<file path="src/rtl/core/qp2p_pkg.sv">
// ----------------------------------------------------------------------------
// qp2p_pkg
// Types and constants shared by the quaternion pose to projection core.
// ----------------------------------------------------------------------------
package qp2p_pkg;

  localparam int QuatW  = 16;
  localparam int TransW = 32;
  localparam int RotW   = 16;
  localparam int NumEnt = 9;
  localparam int ProdW  = 32;
  localparam int NumW   = 35;  // signed numerator, off-diagonal terms doubled
  localparam int MagW   = 34;
  localparam int N2W    = 33;
  localparam int DenW   = N2W + 1;
  localparam int QuoW   = 15;  // quotient never exceeds 16384
  localparam int RemW   = MagW + QuoW + 1;

  localparam logic signed [RotW-1:0] RotOne = 16'sd16384;
  localparam logic signed [RotW-1:0] RotMin = -16'sd16384;

  typedef struct packed {
    logic signed [QuatW-1:0]  quat_w;
    logic signed [QuatW-1:0]  quat_x;
    logic signed [QuatW-1:0]  quat_y;
    logic signed [QuatW-1:0]  quat_z;
    logic signed [TransW-1:0] trans_x;
    logic signed [TransW-1:0] trans_y;
    logic signed [TransW-1:0] trans_z;
  } pose_in_t;

  typedef struct packed {
    logic signed [RotW-1:0]   rot_00;
    logic signed [RotW-1:0]   rot_01;
    logic signed [RotW-1:0]   rot_02;
    logic signed [RotW-1:0]   rot_10;
    logic signed [RotW-1:0]   rot_11;
    logic signed [RotW-1:0]   rot_12;
    logic signed [RotW-1:0]   rot_20;
    logic signed [RotW-1:0]   rot_21;
    logic signed [RotW-1:0]   rot_22;
    logic signed [TransW-1:0] col_x;
    logic signed [TransW-1:0] col_y;
    logic signed [TransW-1:0] col_z;
  } proj_out_t;

  // Divider pipeline payload, nine lanes sharing one denominator
  typedef struct packed {
    logic [NumEnt-1:0][RemW-1:0] rem;
    logic [DenW-1:0]             den;
    logic [NumEnt-1:0]           neg;
    logic [NumEnt-1:0][QuoW-1:0] quo;
    logic                        zero;
    logic [2:0][TransW-1:0]      trans;
  } div_beat_t;

endpackage

</file>
<file path="src/rtl/core/qp2p_div_step.sv">
// ----------------------------------------------------------------------------
// qp2p_div_step
// One restoring division step on all nine lanes, registered.
// ----------------------------------------------------------------------------
module qp2p_div_step #(
  parameter int Bit = 0
) (
  input  logic                 clk_i,
  input  logic                 rst_ni,
  input  logic                 en_i,
  input  logic                 valid_i,
  input  qp2p_pkg::div_beat_t  data_i,
  output logic                 valid_o,
  output qp2p_pkg::div_beat_t  data_o
);

  qp2p_pkg::div_beat_t data_d, data_q;
  logic                valid_q;
  logic [qp2p_pkg::RemW-1:0] trial;

  assign trial = qp2p_pkg::RemW'(data_i.den) << Bit;

  always_comb begin
    data_d = data_i;
    for (int i = 0; i < qp2p_pkg::NumEnt; i++) begin
      if (data_i.rem[i] >= trial) begin
        data_d.rem[i]      = data_i.rem[i] - trial;
        data_d.quo[i][Bit] = 1'b1;
      end
    end
  end

  always_ff @(posedge clk_i) begin
    if (en_i) begin
      data_q <= data_d;
    end
  end

  always_ff @(posedge clk_i or negedge rst_ni) begin
    if (!rst_ni) begin
      valid_q <= 1'b0;
    end else if (en_i) begin
      valid_q <= valid_i;
    end
  end

  assign valid_o = valid_q;
  assign data_o  = data_q;

endmodule

</file>
<file path="config.mk">
export PLATFORM = sky130hd
export DESIGN_NAME = qp2p_div_step
export DESIGN_NICKNAME = d
export VERILOG_FILES = /design/src/rtl/core/qp2p_pkg.sv /design/src/rtl/core/qp2p_div_step.sv
export SDC_FILE = /design/constraint.sdc
export NUM_CORES = 2
export LEC_CHECK = 0
export BUFFER_PORTS_ARGS = -buffer_cell sky130_fd_sc_hd__buf_2
export CELL_PAD_IN_SITES_DETAIL_PLACEMENT = 0
export CELL_PAD_IN_SITES_GLOBAL_PLACEMENT = 1
export CORE_AREA = 2 2 559 561
export CTS_CLUSTER_DIAMETER = 30
export CTS_CLUSTER_SIZE = 12
export DETAILED_ROUTE_END_ITERATION = 8
export DIE_AREA = 0 0 561 563
export PLACE_DENSITY_LB_ADDON = 0.1
export SETUP_SLACK_MARGIN = 0.1
export SLEW_MARGIN = 20
export SYNTH_ARGS = -nofsm -noshare
export SYNTH_HDL_FRONTEND = slang
export SYNTH_SLANG_ARGS = --single-unit
export TNS_END_PERCENT = 1
</file>
<file path="constraint.sdc">
create_clock -name clk_i -period 2.2 [get_ports clk_i]
set_input_delay 0.33 -clock clk_i [delete_from_list [all_inputs] [get_ports clk_i]]
set_output_delay 0.33 -clock clk_i [all_outputs]
set_load 0.005 [all_outputs]
</file>
## Word-level counts from Yosys, hierarchy flattened

Cells that the tools add are included.

- Logic and storage cells: 61
- Register bits: 726
- Input port bits: 729

- Magnitude comparators: 9
- Add/subtract/negate cells: 9
- Muxes and demuxes: 9

Operators with widths:

| kind | number |
|---|---|
| $ge 50x34->1 | 9 |
| $mux 50 | 9 |
| $sub 50x34->50 | 9 |

## Longest topological paths before layout

- Depth in word-level cells: 2
- Mapped depth: 16
- Gate-level depth less buffers: 15

## Worst setup path after synthesis

OpenSTA, ideal clock, no wires.

- Path type: input to register
- From: in data_i[242] in the netlist's numbering
- To: reg data_q, in the netlist data_o[676], data pin
- Library setup time: 0.260 ns
- Slack: -1.686 ns
- Path buffers: 1
- Stages on the path: 12
- Arrival time: 3.626 ns
- Data required time: 1.940 ns
- Path through: inv_1 fa_1 a211oi_1 o21bai_1 o41ai_1 a21oi_1 o21ai_1 o31ai_2 a31o_2 a211oi_4 buf_2 mux2_2

RTL lines:

| element | line | text |
|---|---|---|
| from (decl) | qp2p_div_step.sv:12 | `input qp2p_pkg::div_beat_t data_i,` |
| to (signal assigned) | qp2p_div_step.sv:35 | `data_q <= data_d;` |
| to (decl) | qp2p_div_step.sv:17 | `qp2p_pkg::div_beat_t data_d, data_q;` |

==> results by group <==
Outcome
  • Status: finished with violations
  • Violated checks: setup timing

Worst setup path
  • Top delay family on crit path: compound AO/OA/AOI/OAI gates
  • CP endpoint kind: register
  • Slowest stage delay, CP: 0.57 ns
  • Critical Setup Path Class: input port to register
  • Arr. time, crit path: 3.65 ns
  • Bufs and invs on worst path: 4
  • Critical path required time: 2.74 ns
  • Worst-path fanout max: 6
  • Critical path's slowest cell: or4b_4
  • Critical path, cell by cell: buf_2, inv_2, buf_12, ha_4, buf_4, and4_1, nand2_1, o31ai_4, o31a_1, a311o_2, a31oi_4, o311a_4, nor2_4, or4b_4, nor3_4, xor2_1
  • Crit path launch type: input port

Floorplan
  • Die W: 561 um
  • Die Ht: 563 um
  • Die area: 315800 sq um
  • Std-Cell Rows: 205
  • Ports: 1455
  • Core area: 310400 sq um
  • Initial Utilization: 14.42%

Timing
  • Final Critical Period: 3.110 ns
  • RSZ-0062 raised after global routing: yes
  • Max Clk Rate: 0.3215 GHz
  • Final setup fails: 458
  • Fin worst setup slack: -0.9104 ns
  • Period utilization: 141.4%
  • Slew Limit Fails: 0
  • Slew Limit Headroom: 62.56%
  • Hold Slack: 0.05491 ns
  • Final hold vios: 0
  • Clock Skew: 0 ns
  • Worst-margin pin slew: 0.5474 ns

Finish
  • Nets@finish: 9325
  • Area growth syn-to-layout: 98.93%
  • Layout cells sized above 1: 47.49%
  • Post-layout util: 28.68%
  • Final Cell Area: 89020 sq um

Logic synthesis
  • Post-synthesis register bit count: 726
  • Top-area cell type share of the netlist area: 48.65%
  • Dominant cell type by area after synthesis: edfxtp_1
  • Netlist cell types: 99
  • Post-synth ARST share: 0.1377%
  • Synth top cells by count: edfxtp_1 (725), nand2_1 (439), a21oi_1 (419)
  • Net Count, Synth: 5317
  • Warnings from Yosys: 0
  • Synth Flop Type: edfxtp_1
  • Number of flops mapped to enable cells by yosys: 725
  • Most common cell in the netlist: edfxtp_1
  • Dominant cells by area after synthesis: edfxtp_1 (49%), ha_1 (8.6%), a21oi_1 (4.7%)
  • Cells after Synth: 4273
  • Synthesized cell area: 44750 sq um
  • Syn_area_per_cell: 10.47 sq um
  • Seq/Total Area, Yosys: 48.71%

Global routing
  • Pin count of the biggest net entering global routing: 64
  • Number of global-route vias before repair: 53330
  • Global-route wire length before repair: 423700 um
  • GRT overflow: 0
  • Antenna violations before repair: 119
  • Overall routing resource usage: 19.10%

CTS
  • Clock latency on the worst-skew pair: 0.82 ns
  • Reg clk slew, reported paths: 0.04 ns
  • Total CTS buffers: 265
  • Root buffer cell: clkbuf_16
  • Clock tree from TritonCTS: built
  • CTS Buffer Depth: 4
  • Sink Count: 726
  • H-tree depth: 5

Place
  • RePlAce Congestion: 0.8413
  • DP HPWL: 257400 um
  • Area after DPL: 70420 sq um
  • I/O Buffers: 1454

Detailed routing
  • Post-route ant nets: 0
  • DR vias/cell: 3.991
  • Initial DRT Pass Iterations: 7
  • DRC: 0
  • DRT Wirelength: 314200 um
  • Routed len/inst: 24.80 um
  • Vias: 50570
  • DR iter-0 viols: 2480

Power
  • Power per standard cell area: 791.3 nW/um^2
  • VDD IR max: 0.6658 mV
  • Leakage Power: 38.51 nW

Run
  • Max cap viols: 0

Min path
  • Hold Path Class: input port to register
layer usage:
layer / vias to the layer above / routed length [um] / global-route usage (%)
li1: 24260 / - / -
met2: 1485 / 161300 / 34.96
met3: 471 / 19200 / 4.391
met1: 24290 / 122600 / 21.59
met5: - / 383 / 0
met4: 60 / 10700 / 6.527
flip-flops by register name, summed over array words and instances, names as in the netlist:
signal   count
data_o     725
valid_o      1
repair_timing:
item / 4_1_cts / 5_1_grt
endpoints found under the hold margin: 712 / 2
cloned: 0 / 2
setup endpoints to repair: 462 / 459
gates resized for setup: 318 / 321
hold buffers: 711 / 2
buffers inserted: 9 / 25
pin swaps: 93 / 95
final timing paths:
path / start / to / slack (ns) / depth (start not counted)
hold reg to reg: valid_o / valid_o / 0.51 / 1
hold / removal: data_i[576] / data_o[576] / 0.05 / 3
max in group asynchronous: rst_ni / valid_o / 1.75 / 3
setup reg to reg: valid_o / valid_o / 1.45 / 1
setup / recovery: data_i[251] / data_o[522] / -0.91 / 16
min in group asynchronous: rst_ni / valid_o / 0.35 / 3
stage by stage:
| stage | std cells | setup WS (ns) | TNS [ns] | total power [mW] |
|---|---|---|---|---|
| 2_1_floorplan | 4273 | -1.464 | -522.41 | 23.23 |
| 3_3_place_gp | 11410 | -2.475 | -807.04 | 33.86 |
| 3_5_place_dp | 11410 | -2.323 | -805.58 | 33.66 |
| 4_1_cts | 12600 | -0.8458 | -246.14 | 71.26 |
| 5_1_grt | 12640 | -0.9827 | -293.74 | 73.65 |
| 6_report | 12670 | -0.9104 | -252.49 | 70.44 |
power by group:
part           switching, mW  internal, mW  total (mW)
Combinational           8.78          8.28        17.1
Sequential             0.753          17.4        18.1
Clock                   11.4          23.8        35.2
cells by family after synthesis:
family                     after synthesis  synth area share [%]
xor gates and xnor gates               416                 8.143
DFF                                    726                 48.71
muxes                                   38                0.9395
and+or+nand+nor                       1288                 13.99
adders and majority gates              315                 8.959
AOI/OAI and AO/OA                     1228                 16.89
buffers and inverters                  262                 2.363
cells in the final DEF (no fill, tap or decap), drive strengths merged, types with 27 or more instances in the layout:
| cell | instances |
|---|---|
| buf | 3181 |
| edfxtp | 725 |
| dlygate4sd3 | 713 |
| nand2 | 439 |
| a21oi | 420 |
| o21ai | 359 |
| clkbuf | 324 |
| ha | 306 |
| nor2 | 286 |
| xor2 | 213 |
| xnor2 | 203 |
| a21o | 141 |
| inv | 118 |
| clkinv | 115 |
| nor3 | 93 |
| nand4 | 85 |
| nand3 | 76 |
| nand2b | 47 |
| or3 | 46 |
| diode | 45 |
| nor4 | 43 |
| o21a | 42 |
| o21bai | 39 |
| nor2b | 34 |
| mux2 | 32 |
| a211oi | 31 |
| and3 | 30 |
| a31oi | 29 |
| or2 | 27 |
layout make-up:
cell class                      count  area (sq um)
Tap cell                         4140          5180
Fill cell                       33190        221300
Timing Repair Buffer             3896         28860
Sequential cell                   726         21800
Clock buffer                      322          6888
Multi-Input combinational cell   3285         24220
Antenna cell                       45         112.6
Clock inverter                    150          1525
Inverter                          107         437.9
Power figures use the tool's default switching activity.
